### src/hw/rtl/sirdig_pkg.sv
package sirdig_pkg;

    // configuration register indexes
    localparam logic [1:0] REG_RADIX     = 2'd0;
    localparam logic [1:0] REG_CHARS_LOW = 2'd1;
    localparam logic [1:0] REG_CHARS_HI  = 2'd2;

    // configuration reset values
    localparam logic [4:0]  RADIX_RESET      = 5'd10;
    localparam logic [63:0] CHARS_LOW_RESET  = 64'h3736_3534_3332_3130;
    localparam logic [63:0] CHARS_HIGH_RESET = 64'h6665_6463_6261_3938;

    localparam logic [4:0] RADIX_MIN  = 5'd2;
    localparam logic [4:0] RADIX_MAX  = 5'd16;
    localparam logic [7:0] MINUS_CHAR = 8'h2d;

    // quotient bits produced per divider cycle
    localparam int DIV_STEP = 4;

    // program counter width
    localparam int PC_W = 3;

    // datapath operations
    typedef enum logic [2:0] {
        OP_NOP  = 3'd0,
        OP_LOAD = 3'd1,
        OP_DIV  = 3'd2,
        OP_PUSH = 3'd3,
        OP_SIGN = 3'd4,
        OP_POP  = 3'd5
    } t_op;

    // jump conditions
    typedef enum logic [2:0] {
        C_NEXT        = 3'd0,
        C_ALWAYS      = 3'd1,
        C_NO_INPUT    = 3'd2,
        C_DIV_MORE    = 3'd3,
        C_QUOT_NZ     = 3'd4,
        C_MORE_DIGITS = 3'd5
    } t_cond;

    // one control word
    typedef struct packed {
        t_op              op;
        t_cond            cond;
        logic             wait_out;
        logic [PC_W-1:0]  target;
    } t_uop;

    // datapath status seen by the sequencer
    typedef struct packed {
        logic in_valid;
        logic div_more;
        logic quot_nz;
        logic more_digits;
        logic out_free;
    } t_status;

    // program steps
    localparam logic [PC_W-1:0] PC_LOAD = 3'd0;
    localparam logic [PC_W-1:0] PC_DIV  = 3'd1;
    localparam logic [PC_W-1:0] PC_PUSH = 3'd2;
    localparam logic [PC_W-1:0] PC_SIGN = 3'd3;
    localparam logic [PC_W-1:0] PC_POP  = 3'd4;

    // control program: divide down pushing digits, then pop them out msd first
    function automatic t_uop uop_rom(input logic [PC_W-1:0] pc);
        t_uop w;
        unique case (pc)
            PC_LOAD: w = '{op: OP_LOAD, cond: C_NO_INPUT,    wait_out: 1'b0, target: PC_LOAD};
            PC_DIV:  w = '{op: OP_DIV,  cond: C_DIV_MORE,    wait_out: 1'b0, target: PC_DIV};
            PC_PUSH: w = '{op: OP_PUSH, cond: C_QUOT_NZ,     wait_out: 1'b0, target: PC_DIV};
            PC_SIGN: w = '{op: OP_SIGN, cond: C_NEXT,        wait_out: 1'b1, target: PC_LOAD};
            PC_POP:  w = '{op: OP_POP,  cond: C_MORE_DIGITS, wait_out: 1'b1, target: PC_POP};
            default: w = '{op: OP_NOP,  cond: C_ALWAYS,      wait_out: 1'b0, target: PC_LOAD};
        endcase
        return w;
    endfunction

    // character for one digit value from the 16-entry table
    function automatic logic [7:0] digit_char(input logic [63:0] low, input logic [63:0] high,
                                              input logic [3:0] d);
        logic [127:0] tbl;
        tbl = {high, low};
        return tbl[{d, 3'b000} +: 8];
    endfunction

endpackage

### src/hw/rtl/sirdig_seq.sv
module sirdig_seq (
    input  logic                i_clk,
    input  logic                i_rst_n,
    input  sirdig_pkg::t_status i_status,
    output sirdig_pkg::t_op     o_op
);
    import sirdig_pkg::*;

    logic [PC_W-1:0] r_pc;
    logic [PC_W-1:0] n_pc;
    t_uop            w_uop;
    logic            w_hold;
    logic            w_take;

    // fetch
    assign w_uop  = uop_rom(r_pc);
    assign w_hold = w_uop.wait_out && !i_status.out_free;

    // jump condition
    always_comb begin
        unique case (w_uop.cond)
            C_NEXT:        w_take = 1'b0;
            C_ALWAYS:      w_take = 1'b1;
            C_NO_INPUT:    w_take = !i_status.in_valid;
            C_DIV_MORE:    w_take = i_status.div_more;
            C_QUOT_NZ:     w_take = i_status.quot_nz;
            C_MORE_DIGITS: w_take = i_status.more_digits;
            default:       w_take = 1'b0;
        endcase
    end

    // next step
    always_comb begin
        priority if (w_hold) begin
            n_pc = r_pc;
        end else if (w_take) begin
            n_pc = w_uop.target;
        end else begin
            n_pc = r_pc + PC_W'(1);
        end
    end

    always_ff @(posedge i_clk) begin
        if (!i_rst_n) begin
            r_pc <= PC_LOAD;
        end else begin
            r_pc <= n_pc;
        end
    end

    // a held step issues nothing
    assign o_op = w_hold ? OP_NOP : w_uop.op;

endmodule

### src/hw/rtl/sirdig_dp.sv
module sirdig_dp #(
    parameter int VALUE_BITS = 32
) (
    input  logic                    i_clk,
    input  logic                    i_rst_n,
    input  sirdig_pkg::t_op         i_op,
    output sirdig_pkg::t_status     o_status,
    input  logic                    i_in_valid,
    input  logic [VALUE_BITS-1:0]   i_value,
    input  logic                    i_out_stall,
    output logic                    o_out_valid,
    output logic [7:0]              o_character,
    output logic                    o_last,
    input  logic                    i_cfg_we,
    input  logic [1:0]              i_cfg_index,
    input  logic [63:0]             i_cfg_data
);
    import sirdig_pkg::*;

    localparam int DIV_CYC = (VALUE_BITS + DIV_STEP - 1) / DIV_STEP;
    localparam int QW      = DIV_CYC * DIV_STEP;
    localparam int CNT_W   = $clog2(DIV_CYC);
    localparam int DEPTH   = VALUE_BITS;
    localparam int DEP_W   = $clog2(DEPTH + 1);

    // configuration
    logic [4:0]  r_radix;
    logic [63:0] r_chars_low;
    logic [63:0] r_chars_high;

    // working registers
    logic [QW-1:0]    r_quot;
    logic [3:0]       r_rem;
    logic [CNT_W-1:0] r_cnt;
    logic             r_neg;
    logic [3:0]       r_stack [DEPTH];
    logic [DEP_W-1:0] r_depth;

    // output register
    logic        r_out_valid;
    logic [7:0]  r_char;
    logic        r_last;

    logic [4:0]            w_base;
    logic [VALUE_BITS-1:0] w_mag;
    logic                  w_load;
    logic [3:0]            w_rs    [DIV_STEP+1];
    logic [QW-1:0]         w_qs    [DIV_STEP+1];
    logic [4:0]            w_trial [DIV_STEP];

    always_ff @(posedge i_clk) begin
        if (!i_rst_n) begin
            r_radix      <= RADIX_RESET;
            r_chars_low  <= CHARS_LOW_RESET;
            r_chars_high <= CHARS_HIGH_RESET;
        end else if (i_cfg_we) begin
            unique case (i_cfg_index)
                REG_RADIX:     r_radix      <= i_cfg_data[4:0];
                REG_CHARS_LOW: r_chars_low  <= i_cfg_data;
                REG_CHARS_HI:  r_chars_high <= i_cfg_data;
                default:       ;
            endcase
        end
    end

    // saturated radix
    always_comb begin
        priority if (r_radix < RADIX_MIN) begin
            w_base = RADIX_MIN;
        end else if (r_radix > RADIX_MAX) begin
            w_base = RADIX_MAX;
        end else begin
            w_base = r_radix;
        end
    end

    // magnitude of the incoming value; most negative gives 2^(n-1)
    assign w_mag  = i_value[VALUE_BITS-1] ? (~i_value + VALUE_BITS'(1)) : i_value;
    assign w_load = (i_op == OP_LOAD) && i_in_valid;

    // restoring division by the radix, several quotient bits per cycle
    always_comb begin
        w_rs[0] = r_rem;
        w_qs[0] = r_quot;
        for (int k = 0; k < DIV_STEP; k++) begin
            w_trial[k] = {w_rs[k], w_qs[k][QW-1]};
            if (w_trial[k] >= w_base) begin
                w_rs[k+1] = 4'(w_trial[k] - w_base);
                w_qs[k+1] = {w_qs[k][QW-2:0], 1'b1};
            end else begin
                w_rs[k+1] = w_trial[k][3:0];
                w_qs[k+1] = {w_qs[k][QW-2:0], 1'b0};
            end
        end
    end

    // divider registers
    always_ff @(posedge i_clk) begin
        if (w_load) begin
            r_quot <= QW'(w_mag);
            r_neg  <= i_value[VALUE_BITS-1];
        end else if (i_op == OP_DIV) begin
            r_quot <= w_qs[DIV_STEP];
        end
        if (w_load || i_op == OP_PUSH) begin
            r_rem <= '0;
            r_cnt <= '0;
        end else if (i_op == OP_DIV) begin
            r_rem <= w_rs[DIV_STEP];
            r_cnt <= r_cnt + CNT_W'(1);
        end
    end

    // digit stack, top at entry 0
    always_ff @(posedge i_clk) begin
        if (i_op == OP_PUSH) begin
            r_stack[0] <= r_rem;
            for (int i = 1; i < DEPTH; i++) begin
                r_stack[i] <= r_stack[i-1];
            end
        end else if (i_op == OP_POP) begin
            for (int i = 0; i < DEPTH - 1; i++) begin
                r_stack[i] <= r_stack[i+1];
            end
        end
    end

    always_ff @(posedge i_clk) begin
        if (!i_rst_n) begin
            r_depth <= '0;
        end else if (w_load) begin
            r_depth <= '0;
        end else if (i_op == OP_PUSH) begin
            r_depth <= r_depth + DEP_W'(1);
        end else if (i_op == OP_POP) begin
            r_depth <= r_depth - DEP_W'(1);
        end
    end

    // output register: loaded only when free
    always_ff @(posedge i_clk) begin
        if (!i_rst_n) begin
            r_out_valid <= 1'b0;
        end else if ((i_op == OP_SIGN && r_neg) || i_op == OP_POP) begin
            r_out_valid <= 1'b1;
        end else if (!i_out_stall) begin
            r_out_valid <= 1'b0;
        end
    end

    always_ff @(posedge i_clk) begin
        if (i_op == OP_SIGN) begin
            r_char <= MINUS_CHAR;
            r_last <= 1'b0;
        end else if (i_op == OP_POP) begin
            r_char <= digit_char(r_chars_low, r_chars_high, r_stack[0]);
            r_last <= (r_depth == DEP_W'(1));
        end
    end

    // status for jumps
    assign o_status.in_valid    = i_in_valid;
    assign o_status.div_more    = (r_cnt != CNT_W'(DIV_CYC - 1));
    assign o_status.quot_nz     = (r_quot != '0);
    assign o_status.more_digits = (r_depth > DEP_W'(1));
    assign o_status.out_free    = !r_out_valid || !i_out_stall;

    assign o_out_valid = r_out_valid;
    assign o_character = r_char;
    assign o_last      = r_last;

endmodule

### src/hw/rtl/signed_int_to_radix_digits.sv
// Writes one signed VALUE_BITS-bit integer out as characters: a minus sign
// first if the value is negative, then the digits of the magnitude in the
// configured radix (2..16, saturated), most significant first, each mapped
// through the 16-byte digit table; o_last marks the final character. The
// most negative value is written in full. A small control program drives a
// radix divider that yields 4 quotient bits per cycle; each digit is found
// by division and then pushed onto a digit stack, and the digits are then
// popped one per cycle while the output register is free. Input is
// taken only between numbers; a finished character waits in the output
// register.
module signed_int_to_radix_digits #(
    parameter int VALUE_BITS = 32
) (
    input  logic                  i_clk,
    input  logic                  i_rst_n,
    input  logic                  i_in_valid,
    output logic                  o_in_stall,
    input  logic [VALUE_BITS-1:0] i_value,
    output logic                  o_out_valid,
    input  logic                  i_out_stall,
    output logic [7:0]            o_character,
    output logic                  o_last,
    input  logic                  i_cfg_we,
    input  logic [1:0]            i_cfg_index,
    input  logic [63:0]           i_cfg_data
);
    import sirdig_pkg::*;

    t_op     w_op;
    t_status w_status;

    // program sequencer
    sirdig_seq u_seq (
        .i_clk    (i_clk),
        .i_rst_n  (i_rst_n),
        .i_status (w_status),
        .o_op     (w_op)
    );

    // divider, digit stack and output register
    sirdig_dp #(
        .VALUE_BITS (VALUE_BITS)
    ) u_dp (
        .i_clk       (i_clk),
        .i_rst_n     (i_rst_n),
        .i_op        (w_op),
        .o_status    (w_status),
        .i_in_valid  (i_in_valid),
        .i_value     (i_value),
        .i_out_stall (i_out_stall),
        .o_out_valid (o_out_valid),
        .o_character (o_character),
        .o_last      (o_last),
        .i_cfg_we    (i_cfg_we),
        .i_cfg_index (i_cfg_index),
        .i_cfg_data  (i_cfg_data)
    );

    // new number only at the load step
    assign o_in_stall = (w_op != OP_LOAD);

    // a character is only written when the output register is free
    a_emit_free: assert property (@(posedge i_clk) disable iff (!i_rst_n)
        (w_op == OP_SIGN || w_op == OP_POP) |-> w_status.out_free)
        else $error("character written into occupied output register");

    // an accepted number moves the program off the load step
    a_leave_load: assert property (@(posedge i_clk) disable iff (!i_rst_n)
        (i_in_valid && !o_in_stall) |=> o_in_stall)
        else $error("load step repeated after transfer");

    // no new number while characters of the current one remain
    a_mid_number: assert property (@(posedge i_clk) disable iff (!i_rst_n)
        (o_out_valid && !o_last) |-> o_in_stall)
        else $error("input taken in the middle of a number");

endmodule

### config.mk
export PLATFORM = sky130hd
export DESIGN_NAME = signed_int_to_radix_digits
export DESIGN_NICKNAME = d
export VERILOG_FILES = /design/src/hw/rtl/sirdig_pkg.sv /design/src/hw/rtl/sirdig_seq.sv /design/src/hw/rtl/sirdig_dp.sv /design/src/hw/rtl/signed_int_to_radix_digits.sv
export SDC_FILE = /design/constraint.sdc
export NUM_CORES = 1
export LEC_CHECK = 0
export ABC_AREA = 1
export BUFFER_PORTS_ARGS = -buffer_cell sky130_fd_sc_hd__buf_2
export CORE_MARGIN = 4
export CORE_UTILIZATION = 40
export DETAILED_ROUTE_END_ITERATION = 8
export GPL_ROUTABILITY_DRIVEN = 0
export MAX_ROUTING_LAYER = met4
export PLACE_DENSITY_LB_ADDON = 0.08
export SLEW_MARGIN = 30
export SYNTH_ARGS = -nofsm -noshare
export SYNTH_HDL_FRONTEND = slang
export SYNTH_SLANG_ARGS = --single-unit
### constraint.sdc
create_clock -name i_clk -period 11 [get_ports i_clk]
set_input_delay 0.55 -clock i_clk [delete_from_list [all_inputs] [get_ports i_clk]]
set_output_delay 0.55 -clock i_clk [all_outputs]
set_load 0.05 [all_outputs]
; After elaboration in Yosys (flattened, before gate mapping)
; Memories as Yosys holds them, arrays and structs flattened.
; Cells that the tools add are included.
[totals]
reg_bits = 192
latchBits = 0
mem_bits_rw = 128
mem_bits_ro = 0
in_bits = 103
out_inout_bits = 11
elab_cells = 159
memories = 1
[op_classes]
n_addsub = 9
multipliers = 0
div_mod_pow = 0
magnitude_cmp = 7
eq_ne = 20
shifts = 1
n_mux = 57
n_bitwise = 33
n_reduce_logical = 19
[mem_list]
columns = name, words, word_bits, read_ports, rd_ports_with_merged_regs, write_ports, line
row1 = u_dp.r_stack, 32, 4, 32, 0, 32, sirdig_dp.sv:36  ; logic [3:0] r_stack [DEPTH];
[ops]
columns = operator, n
row1 = $mux W4, 35
row2 = $shiftx A128 B8 Y8, 1
row3 = $mux W32, 3
row4 = $pmux W10 S5, 1
row5 = $add A32 B1 Y32 const B, 1
row6 = $not A32 Y32, 1
row7 = $reduce_bool A32 Y1, 1
row8 = $or A1 B1 Y1, 31
row9 = $ge A5 B5 Y1, 4
row10 = $eq A3 B2 Y1 const B, 6
row11 = $sub A4 B4 Y4, 4
row12 = $eq A3 B3 Y1 const B, 5
row13 = $mux W6, 2
row14 = $mux W1, 11
row15 = $mux W5, 2
row16 = $eq A3 B1 Y1 const B, 3
row17 = $add A3 B1 Y3 const B, 2
row18 = $add A6 B1 Y6 const B, 1
row19 = $eq A6 B1 Y1 const B, 1
row20 = $gt A6 B1 Y1 const B, 1
row21 = $mux W3, 2
row22 = $reduce_and A2 Y1, 3
row23 = $sub A6 B1 Y6 const B, 1
row24 = $gt A5 B5 Y1 const B, 1
row25 = other kinds (15), 23

; Depth between registers and ports, before layout
; Gate-level depths: netlist of the first run.
[depth]
depth_word = 13
depth_mapped = 42
ltp_nobuf = 42

; Modules after synthesis
; A second synthesis of the first run with hierarchy kept.
[hier_totals]
cells_unflattened = 1950
hier_area_um2 = 15700.1
[modules_own_cells]
columns = mod, instances, cells_each, area_each_um2, seq_area_each_um2
row1 = sirdig_dp, 1, 1881, 15275.9, 7957.6
row2 = sirdig_seq, 1, 66, 411.6, 60.1
row3 = signed_int_to_radix_digits, 1, 3, 12.5, 0.0

; Least setup slack after synthesis of the first run
; No wires, ideal clock.
[synth_path]
path_type = register -> register
start = register u_dp.r_radix[4]
end = register u_dp.r_rem[0]
setup_ns = 0.116
arrival_ns = 5.399
required_ns = 10.884
path_slack_ns = 5.485
stages_incl_launch_ff = 36
path_buffers = 0
synth_period_minus_slack_ns = 5.515
cell_sequence = dfxtp_1 -> inv_1 -> o21ai_0 -> ha_1 -> a21o_1 -> nand2_1 -> nand3_1 -> o21ai_0 -> ha_1 -> a21o_1 -> nand2_1 -> nand3_1 -> nor2_1 -> nand3_1 -> nand2_1 -> inv_1 -> ha_1 -> a21oi_1 -> nand2_1 -> nand2_1 -> nand2_1 -> a21oi_1 -> inv_1 -> nand2_1 -> nand2_1 -> ha_1 -> a21oi_1 -> nand2_1 -> nand2_1 -> nand3b_1 -> a21oi_1 -> inv_1 -> nand2_1 -> nand3_1 -> o211ai_1 -> inv_1
[synth_between]
elab_chain_len = 11
word_cells_on_any_way = 16
cone_classes = add/sub (4) / order compare (6) / mux (6)
[synth_lines]
columns = item, line
row1 = "start, declared", sirdig_dp.sv:27  ; logic [4:0] r_radix;
row2 = "start signal, assigned", sirdig_dp.sv:58  ; REG_RADIX: r_radix <= i_cfg_data[4:0];
row3 = $gt A5 B5 Y1, sirdig_dp.sv:70  ; end else if (r_radix > RADIX_MAX) begin
row4 = $mux W5, sirdig_dp.sv:70
row5 = $mux W5 *, sirdig_dp.sv:68  ; priority if (r_radix < RADIX_MIN) begin
row6 = $sub A4 B4 Y4 / $ge A5 B5 Y1 (equally long branches), "sirdig_dp.sv:88, sirdig_dp.sv:87"
row7 = $mux W4, sirdig_dp.sv:87  ; if (w_trial[k] >= w_base) begin
row8 = $sub A4 B4 Y4 / $ge A5 B5 Y1 (equally long branches), "sirdig_dp.sv:88, sirdig_dp.sv:87"
row9 = $mux W4, sirdig_dp.sv:87
row10 = $sub A4 B4 Y4 / $ge A5 B5 Y1 (equally long branches), "sirdig_dp.sv:88, sirdig_dp.sv:87"
row11 = $mux W4, sirdig_dp.sv:87
row12 = $ge A5 B5 Y1, sirdig_dp.sv:87
row13 = $mux W4 *, sirdig_dp.sv:87
row14 = "end signal, assigned", sirdig_dp.sv:109  ; r_rem <= w_rs[DIV_STEP];
row15 = "end, declared", sirdig_dp.sv:33  ; logic [3:0] r_rem;
; Mark *: on every way between the ends. The rest lies on a longest branch, timed or not.
; A chain may end at the register's enable or synchronous reset.

; Final worst setup path of the first run
[layout_path]
start = register u_dp.r_radix[4]
end = register u_dp.r_rem[3]
[layout_between]
elab_chain_len = 11
word_cells_on_any_way = 16
cone_classes = add/sub (4) / order compare (6) / mux (6)
[layout_lines]
columns = item, line
row1 = $gt A5 B5 Y1, sirdig_dp.sv:70
row2 = $mux W5, sirdig_dp.sv:70
row3 = $mux W5 *, sirdig_dp.sv:68
row4 = $sub A4 B4 Y4 / $ge A5 B5 Y1 (equally long branches), "sirdig_dp.sv:88, sirdig_dp.sv:87"
row5 = $mux W4, sirdig_dp.sv:87
row6 = $sub A4 B4 Y4 / $ge A5 B5 Y1 (equally long branches), "sirdig_dp.sv:88, sirdig_dp.sv:87"
row7 = $mux W4, sirdig_dp.sv:87
row8 = $sub A4 B4 Y4 / $ge A5 B5 Y1 (equally long branches), "sirdig_dp.sv:88, sirdig_dp.sv:87"
row9 = $mux W4, sirdig_dp.sv:87
row10 = $sub A4 B4 Y4 / $ge A5 B5 Y1 (equally long branches), "sirdig_dp.sv:88, sirdig_dp.sv:87"
row11 = $mux W4 *, sirdig_dp.sv:87
; Marks and branches as above.

==> results of run 1 <==
final cells by class:
class / count / area [um2]
inverters: 149 / 564
clock buffers: 50 / 1010
multi-input cells: 1340 / 6400
well taps: 511 / 639
repair buffers: 127 / 673
clock inverters: 14 / 211
flip-flops and latches: 320 / 8020
fillers: 3841 / 20200
registers in the layout, indices dropped and copies added (netlist names):
| signal | cells |
|---|---|
| u_dp.r_radix | 5 |
| u_dp.r_chars_high | 64 |
| u_dp.r_neg | 1 |
| u_dp.o_last | 1 |
| u_dp.r_chars_low | 64 |
| u_dp.r_cnt | 3 |
| u_dp.r_depth | 6 |
| u_dp.o_out_valid | 1 |
| u_dp.r_stack | 128 |
| u_dp.o_character | 8 |
| u_dp.r_quot | 32 |
| u_seq.r_pc | 3 |
| u_dp.r_rem | 4 |
worst min-delay path: stages:
cell                      delay, ps
sky130_fd_sc_hd__buf_2           80
sky130_fd_sc_hd__nand2_1         40
sky130_fd_sc_hd__nand3_1         60
power by group:
group          total [uW]  internal (uW)  switching [uW]  leakage (uW)
Combinational        1850            593            1250       0.00417
Clock                1240            763             478      0.000601
Sequential           1960           1780             185       0.00281
cells in the mapped netlist (4+ instances only):
library cell,instances
sky130_fd_sc_hd__inv_2,7
sky130_fd_sc_hd__a21oi_1,48
sky130_fd_sc_hd__nand4_1,8
sky130_fd_sc_hd__nor2_1,270
sky130_fd_sc_hd__buf_1,7
sky130_fd_sc_hd__nand2_1,478
sky130_fd_sc_hd__edfxtp_1,161
sky130_fd_sc_hd__buf_2,20
sky130_fd_sc_hd__dfxtp_1,159
sky130_fd_sc_hd__o21ai_1,21
sky130_fd_sc_hd__o211ai_1,16
sky130_fd_sc_hd__o22ai_1,6
sky130_fd_sc_hd__ha_1,30
sky130_fd_sc_hd__inv_1,141
sky130_fd_sc_hd__clkbuf_1,74
sky130_fd_sc_hd__fa_1,4
sky130_fd_sc_hd__nor3_1,6
sky130_fd_sc_hd__xnor2_1,8
sky130_fd_sc_hd__nor4_1,5
sky130_fd_sc_hd__xor2_1,19
sky130_fd_sc_hd__o221ai_1,20
sky130_fd_sc_hd__a31oi_1,6
sky130_fd_sc_hd__nand3b_1,6
sky130_fd_sc_hd__nand3_1,104
sky130_fd_sc_hd__o21ai_0,265
per-stage QoR:
| step | std cells | area, um2 |
|---|---|---|
| 2_1_floorplan | 1911 | 15400 |
| 3_3_place_gp | 2447 | 16300 |
| 3_5_place_dp | 2447 | 16300 |
| 4_1_cts | 2511 | 17500 |
| 5_1_grt | 2511 | 17500 |
| 6_report | 2511 | 17500 |
metal layers:
metal | up-vias | track usage [%]
met5 | - | -
met4 | 0 | 4.55
met2 | 215 | 29.3
met3 | 51 | 2.41
met1 | 6059 | 27.1
li1 | 6475 | -
kinds of logic (layout without fill, tap and decap cells):
logic type      count (synthesis)  after routing
simple gates                  888            888
flops                         320            320
buf+inv                       251            340
fa+ha+maj                      34             34
compound gates                391            391
xor+xnor                       27             27
path summary, 6_finish.rpt:
check                                                    from                                 end  cells after the start
worst max-delay path             u_dp.r_radix[4]$_SDFFE_PN0P_          u_dp.r_rem[3]$_SDFFE_PP0N_                     35
worst min-delay path                           i_cfg_data[62]  u_dp.r_chars_high[62]$_SDFFE_PN1P_                      3
worst max register to register   u_dp.r_radix[4]$_SDFFE_PN0P_          u_dp.r_rem[3]$_SDFFE_PP0N_                     35
worst min register to register  u_dp.r_stack[1][58]$_DFFE_PP_       u_dp.r_stack[1][62]$_DFFE_PP_                      0
==> impl_table.tex, run 1 <==
\begin{tabular}{lr}
\hline
Metric & Value \\
\hline
\multicolumn{2}{l}{\textbf{Pwr}} \\
Design Power & 5050 uW \\
Peak supply drop & 0.000200 V \\
Power density cells & 288 nW/um2 \\
Leakage & 0.00758 uW \\
\multicolumn{2}{l}{\textbf{Logic synthesis}} \\
Area contributors post-synth & sky130\_fd\_sc\_hd\_\_edfxtp\_1 (31\%), sky130\_fd\_sc\_hd\_\_dfxtp\_1 (21\%), sky130\_fd\_sc\_hd\_\_nand2\_1 (12\%) \\
FF+latch count, synth & 320 \\
Post-Synthesis Net Count & 2048 \\
Post-synthesis xor/xnor area fraction & 1.54\% \\
Share of flip-flops with an asynchronous set or reset & 0\% \\
Syn Inst Count & 1911 \\
Number of enable-type register cells in the synthesized netlist & 161 \\
Post-synthesis share of cell area spent on and, or, nand and nor gates & 23.3\% \\
Largest area contributor in the synthesized netlist & sky130\_fd\_sc\_hd\_\_edfxtp\_1 \\
Synthesized area per cell & 8.04 um2 \\
Sequential-to-total area share from yosys stat & 52.2\% \\
Post-synthesis share of cell area spent on full adders, half adders and majority gates & 2.96\% \\
Leading register cell type out of synthesis & sky130\_fd\_sc\_hd\_\_edfxtp\_1 \\
Portion of netlist area occupied by mux cells & 0\% \\
Area share of the largest cell type after synthesis & 31.5\% \\
Combinational family with the most area after synthesis & simple AND/OR/NAND/NOR gates \\
Number of different library cells in the post-synthesis netlist & 41 \\
Post-synth design cell area & 15400 um2 \\
Syn. warnings & 0 \\
Complex-gate fraction of the synthesized area & 13.7\% \\
\multicolumn{2}{l}{\textbf{Worst setup path}} \\
Largest delay contributor family on the critical path & compound AO/OA/AOI/OAI gates \\
Slowest stage cell on the critical path & sky130\_fd\_sc\_hd\_\_o21ai\_0 \\
Worst path required time & 11440 ps \\
Critical Path End Type & flip-flop \\
Buf+Inv Stages, Crit Path & 4 \\
Worst endpoint data arrival time & 7340 ps \\
Peak per-stage delay on the critical path & 600 ps \\
Critical Path Start Type & flip-flop \\
Setup slack of the worst register-to-register path & 4100 ps \\
Critical path peak fanout & 8 \\
WS Path Type & flip-flop to flip-flop \\
Most frequent cell on the critical path & sky130\_fd\_sc\_hd\_\_nand2\_1 \\
\multicolumn{2}{l}{\textbf{Place}} \\
Sum of net half-perimeters after detailed placement & 25.1 mm \\
IO buf count & 113 \\
Worst slack at placement & 4100 ps \\
\multicolumn{2}{l}{\textbf{Floorplan}} \\
Io pins & 114 \\
Starting utilization of the core area & 40.7\% \\
Height of the die & 204 um \\
Floorplan die area & 41600 um2 \\
Row cnt & 71 \\
Die Wd & 204 um \\
Core Box Area & 37800 um2 \\
\multicolumn{2}{l}{\textbf{Clock tree}} \\
Post-cts hold buffer count & 0 \\
Clk slew on worst S/H paths & 60 ps \\
Clk root buf & sky130\_fd\_sc\_hd\_\_clkbuf\_16 \\
Max clock buf depth & 3 \\
Clock tree from TritonCTS & yes \\
Post-CTS Repair Setup Buffers & 0 \\
Deepest level of the CTS H-tree & 2 \\
Total CTS buffers & 36 \\
Worst-Skew Late Latency & 520 ps \\
Post-CTS sizing & 0 \\
Number of sinks driven by the clock tree & 320 \\
\multicolumn{2}{l}{\textbf{Timing}} \\
Minimum period implied by the final worst setup slack & 6900 ps \\
Worst Skew & 23.9 ps \\
Pins Over Slew Limit & 0 \\
Period utilisation layout & 62.7\% \\
RSZ-0062 raised after global routing & no \\
Final hold slack & 252 ps \\
PnR worst setup slack & 4100 ps \\
Fin Setup TNS & 0 ps \\
Top achievable clock speed & 145 MHz \\
Worst-margin pin slew & 954 ps \\
Final setup violation count & 0 \\
Number of failing hold endpoints at the final stage & 0 \\
Worst max-slew margin expressed relative to the limit & 36.4\% \\
\multicolumn{2}{l}{\textbf{Finish}} \\
Antenna Diode Count & 0 \\
Share of layout cells above drive strength 1 & 10.1\% \\
Area grow syn2layout & 14.0\% \\
Utilization after layout & 46.4\% \\
Most frequent standard cell in the layout excluding fill and tap cells & sky130\_fd\_sc\_hd\_\_nand2\_1 \\
Number of nets at the end of the flow & 2111 \\
Commonest cells after routing, fill and taps aside & sky130\_fd\_sc\_hd\_\_nand2\_1 (478), sky130\_fd\_sc\_hd\_\_nor2\_1 (268), sky130\_fd\_sc\_hd\_\_o21ai\_0 (265), sky130\_fd\_sc\_hd\_\_edfxtp\_1 (161), sky130\_fd\_sc\_hd\_\_dfxtp\_1 (159) \\
\multicolumn{2}{l}{\textbf{Detailed routing}} \\
Met1 layer wirelength in the final routing & 19.3 mm \\
DRC violations left & 0 \\
Routed wire per std cell & 15.6 um \\
Wire length reported by the detailed router & 39.1 mm \\
Met3 Wirelength & 1.43 mm \\
Vias per inst & 5.10 \\
Via count of the routed design & 12800 \\
Number of DRC markers after the initial detailed-route iteration & 786 \\
Topmost layer with routed signal wires & met4 \\
Number of nets with antenna violations after detailed routing & 0 \\
Detailed-router iteration count before antenna repair & 5 \\
Detailed route wirelength on metal2 & 17.6 mm \\
\multicolumn{2}{l}{\textbf{Global route}} \\
Number of antenna violations at the first check in global routing & 0 \\
GRT Residual Overflow & 0 \\
Overall track demand over capacity in global routing & 19.1\% \\
Maximum number of pins on one net before global-route repair & 91 \\
Vias in the first global route & 12400 \\
Global-route wire length before repair & 63.9 mm \\
\multicolumn{2}{l}{\textbf{Min path}} \\
Worst hold path class & input port to flip-flop \\
\multicolumn{2}{l}{\textbf{Flow run}} \\
Number of maximum-capacitance constraint violations & 0 \\
\multicolumn{2}{l}{\textbf{Outcome}} \\
Outcome & finished clean \\
\hline
\end{tabular}
(Power assumes the default switching activity.)
==> inputs of run 2 (changes only) <==
- ABC_AREA: 1 -> 0
- clock period: 11 -> 6.4 ns (I/O delays scaled with it)
==> run 2 against run 1 <==
Against the previous run: fmax is 16% higher; hold slack got worse by 230 ps; synthesized cell count shrank 14%; die area shrank 0.54%; setup slack lost 3600 ps; global-route usage down 1.1 points; non-clock buffer count rose by 6; critical path depth is 10 lower; core utilization about the same; register-to-register slack got worse by 3600 ps; clock skew decreased by 14 ps; critical endpoint is now u_dp.r_rem[0]$_SDFFE_PP0N_; largest cell class unchanged; highest routed layer unchanged.
==> impl_table.tex, run 2 <==
\begin{tabular}{lr}
\hline
Metric & Value \\
\hline
\multicolumn{2}{l}{\textbf{Outcome}} \\
Outcome & finished clean (unchanged) \\
\multicolumn{2}{l}{\textbf{Logic synthesis}} \\
Syn. warnings & 0 (unchanged) \\
Leading register cell type out of synthesis & sky130\_fd\_sc\_hd\_\_edfxtp\_1 (unchanged) \\
Number of enable-type register cells in the synthesized netlist & 161 (unchanged) \\
Area share of the largest cell type after synthesis & 31.6\% (was 31.5\%) \\
Post-synth design cell area & 15300 um2 (was 15400 um2) \\
Share of flip-flops with an asynchronous set or reset & 0\% (unchanged) \\
Largest area contributor in the synthesized netlist & sky130\_fd\_sc\_hd\_\_edfxtp\_1 (unchanged) \\
Area contributors post-synth & sky130\_fd\_sc\_hd\_\_edfxtp\_1 (32\%), sky130\_fd\_sc\_hd\_\_dfxtp\_1 (21\%), sky130\_fd\_sc\_hd\_\_nand2\_1 (17\%) (was sky130\_fd\_sc\_hd\_\_edfxtp\_1 (31\%), sky130\_fd\_sc\_hd\_\_dfxtp\_1 (21\%), sky130\_fd\_sc\_hd\_\_nand2\_1 (12\%)) \\
Count leader, synth & sky130\_fd\_sc\_hd\_\_nand2\_1 (unchanged) \\
Syn Inst Count & 1640 (was 1911) \\
Synthesized area per cell & 9.32 um2 (was 8.04 um2) \\
Number of different library cells in the post-synthesis netlist & 63 (was 41) \\
FF+latch count, synth & 320 (unchanged) \\
Sequential-to-total area share from yosys stat & 52.5\% (was 52.2\%) \\
Most instantiated cells after synthesis & sky130\_fd\_sc\_hd\_\_nand2\_1 (699), sky130\_fd\_sc\_hd\_\_edfxtp\_1 (161), sky130\_fd\_sc\_hd\_\_dfxtp\_1 (159), sky130\_fd\_sc\_hd\_\_clkbuf\_1 (83), sky130\_fd\_sc\_hd\_\_a21boi\_0 (74) (was sky130\_fd\_sc\_hd\_\_nand2\_1 (478), sky130\_fd\_sc\_hd\_\_nor2\_1 (270), sky130\_fd\_sc\_hd\_\_o21ai\_0 (265), sky130\_fd\_sc\_hd\_\_edfxtp\_1 (161), sky130\_fd\_sc\_hd\_\_dfxtp\_1 (159)) \\
Post-Synthesis Net Count & 1777 (was 2048) \\
\multicolumn{2}{l}{\textbf{Global route}} \\
Global-route wire length before repair & 59.7 mm (was 63.9 mm) \\
Maximum number of pins on one net before global-route repair & 86 (was 91) \\
Vias in the first global route & 11300 (was 12400) \\
Number of antenna violations at the first check in global routing & 5 (was 0) \\
GRT Residual Overflow & 0 (unchanged) \\
Overall track demand over capacity in global routing & 17.9\% (was 19.1\%) \\
\multicolumn{2}{l}{\textbf{Pwr}} \\
Net switching power figure & 2990 uW (was 1920 uW) \\
Gate power share & 36.3\% (was 36.6\%) \\
Peak supply drop & 0.000404 V (was 0.000200 V) \\
Power density cells & 482 nW/um2 (was 288 nW/um2) \\
Internal & 5420 uW (was 3140 uW) \\
Leakage & 0.00706 uW (was 0.00758 uW) \\
Sequential share of power & 40.8\% (was 38.9\%) \\
Design Power & 8410 uW (was 5050 uW) \\
Switching share of total power & 35.5\% (was 37.9\%) \\
Portion of total power attributed to the clock network & 22.9\% (was 24.6\%) \\
\multicolumn{2}{l}{\textbf{Floorplan}} \\
Core Box Area & 37700 um2 (was 37800 um2) \\
Floorplan die area & 41400 um2 (was 41600 um2) \\
Height of the die & 203 um (was 204 um) \\
Io pins & 114 (unchanged) \\
Die Wd & 203 um (was 204 um) \\
Row cnt & 71 (unchanged) \\
Starting utilization of the core area & 40.6\% (was 40.7\%) \\
\multicolumn{2}{l}{\textbf{Timing}} \\
Final setup violation count & 0 (unchanged) \\
Top achievable clock speed & 168 MHz (was 145 MHz) \\
Worst max-slew margin expressed relative to the limit & 40.5\% (was 36.4\%) \\
RSZ-0062 raised after global routing & no (unchanged) \\
Pins Over Slew Limit & 0 (unchanged) \\
Worst-margin pin slew & 893 ps (was 954 ps) \\
Worst Skew & 9.81 ps (was 23.9 ps) \\
Number of failing hold endpoints at the final stage & 0 (unchanged) \\
Fin Setup TNS & 0 ps (unchanged) \\
Period utilisation layout & 92.9\% (was 62.7\%) \\
Minimum period implied by the final worst setup slack & 5950 ps (was 6900 ps) \\
\multicolumn{2}{l}{\textbf{Worst setup path}} \\
Worst path required time & 6850 ps (was 11440 ps) \\
Setup slack of the worst register-to-register path & 450 ps (was 4100 ps) \\
Worst endpoint data arrival time & 6400 ps (was 7340 ps) \\
Terminus of the critical flop-to-flop path & u\_dp.r\_rem[0]\$\_SDFFE\_PP0N\_ (was u\_dp.r\_rem[3]\$\_SDFFE\_PP0N\_) \\
Critical Path Start Type & flip-flop (unchanged) \\
Endpoint of the worst setup timing path & u\_dp.r\_rem[0]\$\_SDFFE\_PP0N\_ (was u\_dp.r\_rem[3]\$\_SDFFE\_PP0N\_) \\
Start point of the critical path & u\_dp.r\_radix[4]\$\_SDFFE\_PN0P\_ (unchanged) \\
Launch instance of the worst register-to-register path & u\_dp.r\_radix[4]\$\_SDFFE\_PN0P\_ (unchanged) \\
Cell count of the worst reg-to-reg path & 25 (was 35) \\
WS Path Type & flip-flop to flip-flop (unchanged) \\
Critical Path End Type & flip-flop (unchanged) \\
Critical path peak fanout & 8 (unchanged) \\
\multicolumn{2}{l}{\textbf{Finish}} \\
Leading registers by flop count & u\_dp.r\_stack (128), u\_dp.r\_chars\_high (64), u\_dp.r\_chars\_low (64) (unchanged) \\
Area grow syn2layout & 14.2\% (was 14.0\%) \\
Number of inserted filler cells in the final layout & 3779 (was 3841) \\
Most frequent standard cell in the layout excluding fill and tap cells & sky130\_fd\_sc\_hd\_\_nand2\_1 (unchanged) \\
Number of nets at the end of the flow & 1853 (was 2111) \\
Total area of sequential cells & 8020 um2 (unchanged) \\
Commonest cells after routing, fill and taps aside & sky130\_fd\_sc\_hd\_\_nand2\_1 (698), sky130\_fd\_sc\_hd\_\_edfxtp\_1 (161), sky130\_fd\_sc\_hd\_\_dfxtp\_1 (159), sky130\_fd\_sc\_hd\_\_buf\_2 (112), sky130\_fd\_sc\_hd\_\_a21boi\_0 (74) (was sky130\_fd\_sc\_hd\_\_nand2\_1 (478), sky130\_fd\_sc\_hd\_\_nor2\_1 (268), sky130\_fd\_sc\_hd\_\_o21ai\_0 (265), sky130\_fd\_sc\_hd\_\_edfxtp\_1 (161), sky130\_fd\_sc\_hd\_\_dfxtp\_1 (159)) \\
Non-filler instance count after layout & 2259 (was 2511) \\
Area of the multi-input gates & 6870 um2 (was 6400 um2) \\
Flip-flop count of the largest register, all copies and words added & 128 (unchanged) \\
Share of layout cells above drive strength 1 & 14.4\% (was 10.1\%) \\
Most flop-heavy register & u\_dp.r\_stack (unchanged) \\
Utilization after layout & 46.3\% (was 46.4\%) \\
\multicolumn{2}{l}{\textbf{Clock tree}} \\
Deepest level of the CTS H-tree & 2 (unchanged) \\
Clk root buf & sky130\_fd\_sc\_hd\_\_clkbuf\_16 (unchanged) \\
Total CTS buffers & 37 (was 36) \\
Max clock buf depth & 3 (unchanged) \\
Number of sinks driven by the clock tree & 320 (unchanged) \\
Clock tree from TritonCTS & yes (unchanged) \\
Clk slew on worst S/H paths & 50 ps (was 60 ps) \\
Worst-Skew Late Latency & 520 ps (about the same) \\
Post-cts hold buffer count & 0 (unchanged) \\
\multicolumn{2}{l}{\textbf{Detailed routing}} \\
Via count of the routed design & 11500 (was 12800) \\
Wire length reported by the detailed router & 36.5 mm (was 39.1 mm) \\
DRC violations left & 0 (unchanged) \\
Number of DRC markers after the initial detailed-route iteration & 597 (was 786) \\
Number of nets with antenna violations after detailed routing & 0 (unchanged) \\
Topmost layer with routed signal wires & met4 (unchanged) \\
Detailed-router iteration count before antenna repair & 5 (unchanged) \\
Vias per inst & 5.10 (about the same) \\
Routed wire per std cell & 16.1 um (was 15.6 um) \\
Met3 Wirelength & 1.49 mm (was 1.43 mm) \\
Met1 layer wirelength in the final routing & 18.1 mm (was 19.3 mm) \\
Detailed route wirelength on metal2 & 16.3 mm (was 17.6 mm) \\
\multicolumn{2}{l}{\textbf{Place}} \\
Sum of net half-perimeters after detailed placement & 23.7 mm (was 25.1 mm) \\
IO buf count & 113 (unchanged) \\
Dpl cells & 2186 (was 2447) \\
\multicolumn{2}{l}{\textbf{Flow run}} \\
Number of maximum-capacitance constraint violations & 0 (unchanged) \\
\multicolumn{2}{l}{\textbf{Min path}} \\
Count of cells along the worst hold path & 3 (unchanged) \\
Worst hold path class & input port to flip-flop (unchanged) \\
\hline
\end{tabular}
==> run 2: cell count changes after synthesis, sizes merged, moves of 43 or more <==
cell    before  now
nand3      104   61
o21ai      287   46
nand2      480  699
nor2       271   35
inv        148   27
a21boi       0   74
==> run 2: final cells by class <==
cell class / count / share of cell area, %
clock inverters: 11 / 0.366
flip-flops and latches: 320 / 45.9
well taps: 511 / 3.66
clock buffers: 54 / 5.84
multi-input cells: 1197 / 39.3
inverters: 27 / 0.581
diodes: 6 / 0.0860
repair buffers: 133 / 4.19
==> run 2: layer usage <==
layer	vias to the layer above	GRT usage (%)
met2	158	27.2
met1	5571	25.8
li1	5750	-
met3	37	3.23
met5	-	-
met4	0	3.32
==> run 2: kinds of logic after synthesis <==
group / Yosys count / synth area share, %
adders and majority gates: 34 / 2.98
xor gates and xnor gates: 42 / 2.41
and+or+nand+nor: 856 / 22.9
muxes: 58 / 7.12
buffers and inverters: 123 / 3.08
DFF: 320 / 52.5
AOI/OAI and AO/OA: 207 / 9.02
==> run 2: worst min-delay path by stage <==
stage,endpoint,from
2_1_floorplan,u_dp.r_neg$_DFFE_PP_,i_value[31]
3_3_place_gp,u_dp.r_stack[1][61]$_DFFE_PP_,u_dp.r_stack[1][57]$_DFFE_PP_
3_5_place_dp,u_dp.r_stack[1][60]$_DFFE_PP_,u_dp.r_stack[1][56]$_DFFE_PP_
4_1_cts,u_dp.r_chars_high[33]$_SDFFE_PN1P_,i_cfg_data[33]
5_1_grt,u_dp.r_chars_low[8]$_SDFFE_PN1P_,i_cfg_data[8]
6_report,u_dp.r_chars_high[33]$_SDFFE_PN1P_,i_cfg_data[33]
==> run 2: critical path, stage by stage, from the launching register on <==
cell and delay (ps):
sky130_fd_sc_hd__dfxtp_1 300, sky130_fd_sc_hd__inv_1 220, sky130_fd_sc_hd__nand2_1 240, sky130_fd_sc_hd__ha_1 400
sky130_fd_sc_hd__a21o_1 190, sky130_fd_sc_hd__a31oi_2 250, sky130_fd_sc_hd__o21ai_2 160, sky130_fd_sc_hd__mux2_2 310
sky130_fd_sc_hd__ha_1 370, sky130_fd_sc_hd__a21o_1 150, sky130_fd_sc_hd__a31oi_2 60, sky130_fd_sc_hd__o21ai_2 350
sky130_fd_sc_hd__mux2_2 390, sky130_fd_sc_hd__ha_1 310, sky130_fd_sc_hd__nand2_1 80, sky130_fd_sc_hd__o21ai_2 280
sky130_fd_sc_hd__buf_4 190, sky130_fd_sc_hd__mux2i_1 240, sky130_fd_sc_hd__o31a_1 170, sky130_fd_sc_hd__ha_1 250
sky130_fd_sc_hd__nand2_1 70, sky130_fd_sc_hd__a21oi_1 40, sky130_fd_sc_hd__a211oi_1 180, sky130_fd_sc_hd__buf_4 200
sky130_fd_sc_hd__mux2_2 340, sky130_fd_sc_hd__a21oi_1 140
==> run 2: what timing repair did <==
| action | CTS | global route |
|---|---|---|
| resized for setup | 2 | 7 |
| buffers inserted | 0 | 1 |
| cloned | 0 | 0 |
| endpoints found under the setup margin | 3 | 5 |
| pin swaps | 0 | 1 |
==> run 2: through the flow <==
step	hold slack (ps)	area, um2	setup slack (ps)
4_1_cts	1.01	17400	112
3_3_place_gp	434	16300	98.6
3_5_place_dp	442	16300	-148
6_report	26.1	17500	451
5_1_grt	16.1	17500	97.4
2_1_floorplan	419	15300	33.6
==> run 2: power by group through the flow <==
stage	sequential, uW	combinational [uW]	clock [uW]
2_1_floorplan	3440	2210	0
3_3_place_gp	3460	2920	0
3_5_place_dp	3470	3000	0
4_1_cts	3440	3020	1990
5_1_grt	3510	3450	2070
6_report	3430	3050	1930
==> inputs of run 3 (changes only) <==
- CORE_UTILIZATION: 40 -> 50
==> run 3 against run 2 <==
Against the previous run: total power rose by 1.7%; via count hardly changed; cell count down 5.4%; critical path depth unchanged; clock skew increased by 8.8 ps; clock power is 9.8% higher; register-to-register slack worse by 100 ps; combinational power is 2% lower; first-iteration DRC count up 33%; routed wire length down 6.8%; sequential cell count unchanged; setup slack worse by 100 ps; critical path type unchanged; highest routed layer unchanged.
==> impl_table.tex, run 3 (same netlist as run 2, synthesis figures left out) <==
\begin{tabular}{lr}
\hline
Metric & Value \\
\hline
\multicolumn{2}{l}{\textbf{Global route}} \\
Vias in the first global route & 11200 (was 11300) \\
Global-route wire length before repair & 55.9 mm (was 59.7 mm) \\
Overall track demand over capacity in global routing & 20.5\% (was 17.9\%) \\
Number of antenna violations at the first check in global routing & 4 (was 5) \\
Maximum number of pins on one net before global-route repair & 86 (unchanged) \\
GRT Residual Overflow & 0 (unchanged) \\
\multicolumn{2}{l}{\textbf{Clock tree}} \\
Clk slew on worst S/H paths & 60 ps (was 50 ps) \\
Number of sinks driven by the clock tree & 320 (unchanged) \\
Max clock buf depth & 3 (unchanged) \\
Worst-Skew Late Latency & 520 ps (about the same) \\
Total CTS buffers & 36 (was 37) \\
Clock tree from TritonCTS & yes (unchanged) \\
Deepest level of the CTS H-tree & 2 (unchanged) \\
Clk root buf & sky130\_fd\_sc\_hd\_\_clkbuf\_16 (unchanged) \\
\multicolumn{2}{l}{\textbf{Floorplan}} \\
Floorplan die area & 33400 um2 (was 41400 um2) \\
Starting utilization of the core area & 51.2\% (was 40.6\%) \\
Row cnt & 63 (was 71) \\
Io pins & 114 (unchanged) \\
Die Wd & 183 um (was 203 um) \\
Core Box Area & 29900 um2 (was 37700 um2) \\
Height of the die & 183 um (was 203 um) \\
\multicolumn{2}{l}{\textbf{Worst setup path}} \\
Setup slack of the worst register-to-register path & 350 ps (was 450 ps) \\
Worst endpoint data arrival time & 6490 ps (was 6400 ps) \\
WS Path Type & flip-flop to flip-flop (unchanged) \\
Critical Path End Type & flip-flop (unchanged) \\
Worst path required time & 6830 ps (was 6850 ps) \\
Critical Path Start Type & flip-flop (unchanged) \\
Critical path peak fanout & 7 (was 8) \\
\multicolumn{2}{l}{\textbf{Finish}} \\
Leading registers by flop count & u\_dp.r\_stack (128), u\_dp.r\_chars\_high (64), u\_dp.r\_chars\_low (64) (unchanged) \\
Number of inserted filler cells in the final layout & 2656 (was 3779) \\
Number of nets at the end of the flow & 1852 (was 1853) \\
Share of layout cells above drive strength 1 & 14.6\% (was 14.4\%) \\
Commonest cells after routing, fill and taps aside & sky130\_fd\_sc\_hd\_\_nand2\_1 (698), sky130\_fd\_sc\_hd\_\_edfxtp\_1 (161), sky130\_fd\_sc\_hd\_\_dfxtp\_1 (159), sky130\_fd\_sc\_hd\_\_buf\_2 (112), sky130\_fd\_sc\_hd\_\_a21boi\_0 (74) (unchanged) \\
Post-route cell area & 17400 um2 (was 17500 um2) \\
Flip-flop count of the largest register, all copies and words added & 128 (unchanged) \\
Most frequent standard cell in the layout excluding fill and tap cells & sky130\_fd\_sc\_hd\_\_nand2\_1 (unchanged) \\
Most flop-heavy register & u\_dp.r\_stack (unchanged) \\
Area grow syn2layout & 14.1\% (was 14.2\%) \\
\multicolumn{2}{l}{\textbf{Pwr}} \\
Peak supply drop & 0.000298 V (was 0.000404 V) \\
Design Power & 8550 uW (was 8410 uW) \\
Leakage & 0.00714 uW (was 0.00706 uW) \\
Power density cells & 491 nW/um2 (was 482 nW/um2) \\
\multicolumn{2}{l}{\textbf{Timing}} \\
Worst-margin pin slew & 922 ps (was 893 ps) \\
Final setup violation count & 0 (unchanged) \\
Fin Setup TNS & 0 ps (unchanged) \\
Worst max-slew margin expressed relative to the limit & 38.6\% (was 40.5\%) \\
Minimum period implied by the final worst setup slack & 6050 ps (was 5950 ps) \\
Number of failing hold endpoints at the final stage & 0 (unchanged) \\
Pins Over Slew Limit & 0 (unchanged) \\
Period utilisation layout & 94.6\% (was 92.9\%) \\
RSZ-0062 raised after global routing & no (unchanged) \\
Worst Skew & 18.6 ps (was 9.81 ps) \\
Top achievable clock speed & 165 MHz (was 168 MHz) \\
\multicolumn{2}{l}{\textbf{Detailed routing}} \\
Vias per inst & 5.39 (was 5.10) \\
Number of nets with antenna violations after detailed routing & 0 (unchanged) \\
Wire length reported by the detailed router & 34.0 mm (was 36.5 mm) \\
Routed wire per std cell & 15.9 um (was 16.1 um) \\
DRC violations left & 0 (unchanged) \\
Detailed-router iteration count before antenna repair & 6 (was 5) \\
Via count of the routed design & 11500 (about the same) \\
Number of DRC markers after the initial detailed-route iteration & 796 (was 597) \\
\multicolumn{2}{l}{\textbf{Place}} \\
IO buf count & 113 (unchanged) \\
Sum of net half-perimeters after detailed placement & 22.1 mm (was 23.7 mm) \\
Total cell area at the placement stage & 16100 um2 (was 16300 um2) \\
\multicolumn{2}{l}{\textbf{Flow run}} \\
Number of maximum-capacitance constraint violations & 0 (unchanged) \\
\multicolumn{2}{l}{\textbf{Outcome}} \\
Outcome & finished clean (unchanged) \\
\multicolumn{2}{l}{\textbf{Min path}} \\
Worst hold path class & input port to flip-flop (unchanged) \\
\hline
\end{tabular}
-- run 3: area by class of cell --
type / instances / area [um2] / area share (%)
tap: 390 / 488 / 2.80
multi-input combinational: 1197 / 6850 / 39.3
sequential: 320 / 8020 / 46.0
antenna: 4 / 10.0 / 0.0574
clock inverter: 5 / 86.3 / 0.495
timing repair buffer: 133 / 721 / 4.13
inverter: 27 / 101 / 0.581
clock buffer: 61 / 1160 / 6.66
-- run 3: critical path, cell delays in order (launching register included) --
cell and delay [ps]:
sky130_fd_sc_hd__dfxtp_1 330, sky130_fd_sc_hd__o311a_1 440, sky130_fd_sc_hd__ha_1 350, sky130_fd_sc_hd__nand2b_1 110
sky130_fd_sc_hd__a31oi_1 120, sky130_fd_sc_hd__o21ai_1 360, sky130_fd_sc_hd__mux2_2 420, sky130_fd_sc_hd__ha_1 340
sky130_fd_sc_hd__a21o_1 180, sky130_fd_sc_hd__a31oi_1 330, sky130_fd_sc_hd__o21ai_2 200, sky130_fd_sc_hd__nor2_1 130
sky130_fd_sc_hd__nor2_1 60, sky130_fd_sc_hd__ha_1 350, sky130_fd_sc_hd__a21o_1 130, sky130_fd_sc_hd__a31oi_1 40
sky130_fd_sc_hd__o21ai_2 300, sky130_fd_sc_hd__buf_4 190, sky130_fd_sc_hd__mux2_2 340, sky130_fd_sc_hd__ha_1 290
sky130_fd_sc_hd__nand2_1 70, sky130_fd_sc_hd__a21oi_1 40, sky130_fd_sc_hd__a211oi_1 170, sky130_fd_sc_hd__buf_4 190
sky130_fd_sc_hd__mux2_2 340, sky130_fd_sc_hd__a21oi_1 130
-- run 3: stage by stage --
step | utilization [%] | hold slack [ps] | instances | setup slack [ps]
global placement | 54.0 | 432 | 2064 | 89.6
finish | 58.4 | 23.9 | 2137 | 347
CTS | 58.2 | 1.28 | 2131 | 60.6
floorplan | - | 419 | 1640 | 33.6
detailed placement | 54.0 | 436 | 2064 | -52.6
global route | 58.4 | 27.2 | 2137 | 22.3
-- run 3: per-layer routing --
metal / track usage (%) / routed length, um / up-vias
met5: - / 0 / -
met4: 3.96 / 472 / 0
met3: 3.33 / 1490 / 44
met2: 31.9 / 15600 / 180
met1: 29.1 / 16400 / 5549
li1: - / - / 5749
-- run 3: worst paths after layout --
| kind | start | endpoint | cells past startpoint |
|---|---|---|---|
| hold reg to reg | u_dp.r_stack[1][56]$_DFFE_PP_ | u_dp.r_stack[1][60]$_DFFE_PP_ | 0 |
| hold / removal | i_cfg_data[21] | u_dp.r_chars_high[21]$_SDFFE_PN1P_ | 3 |
| setup reg to reg | u_dp.r_radix[1]$_SDFFE_PN1P_ | u_dp.r_rem[0]$_SDFFE_PP0N_ | 25 |
| setup / recovery | u_dp.r_radix[1]$_SDFFE_PN1P_ | u_dp.r_rem[0]$_SDFFE_PP0N_ | 25 |
-- run 3: where the power goes --
part	internal (uW)	switching [uW]
Clock	1320	808
Combinational	1230	1770
Sequential	3080	352
Total	5630	2930
-- run 3: repair_timing --
| action | CTS | global route |
|---|---|---|
| hold endpoints to repair | 1 | 0 |
| hold buffers | 1 | 0 |
| setup endpoints to repair | 1 | 5 |
| gates resized for setup | 1 | 4 |
| pin swaps | 0 | 1 |
| buffers inserted | 0 | 2 |
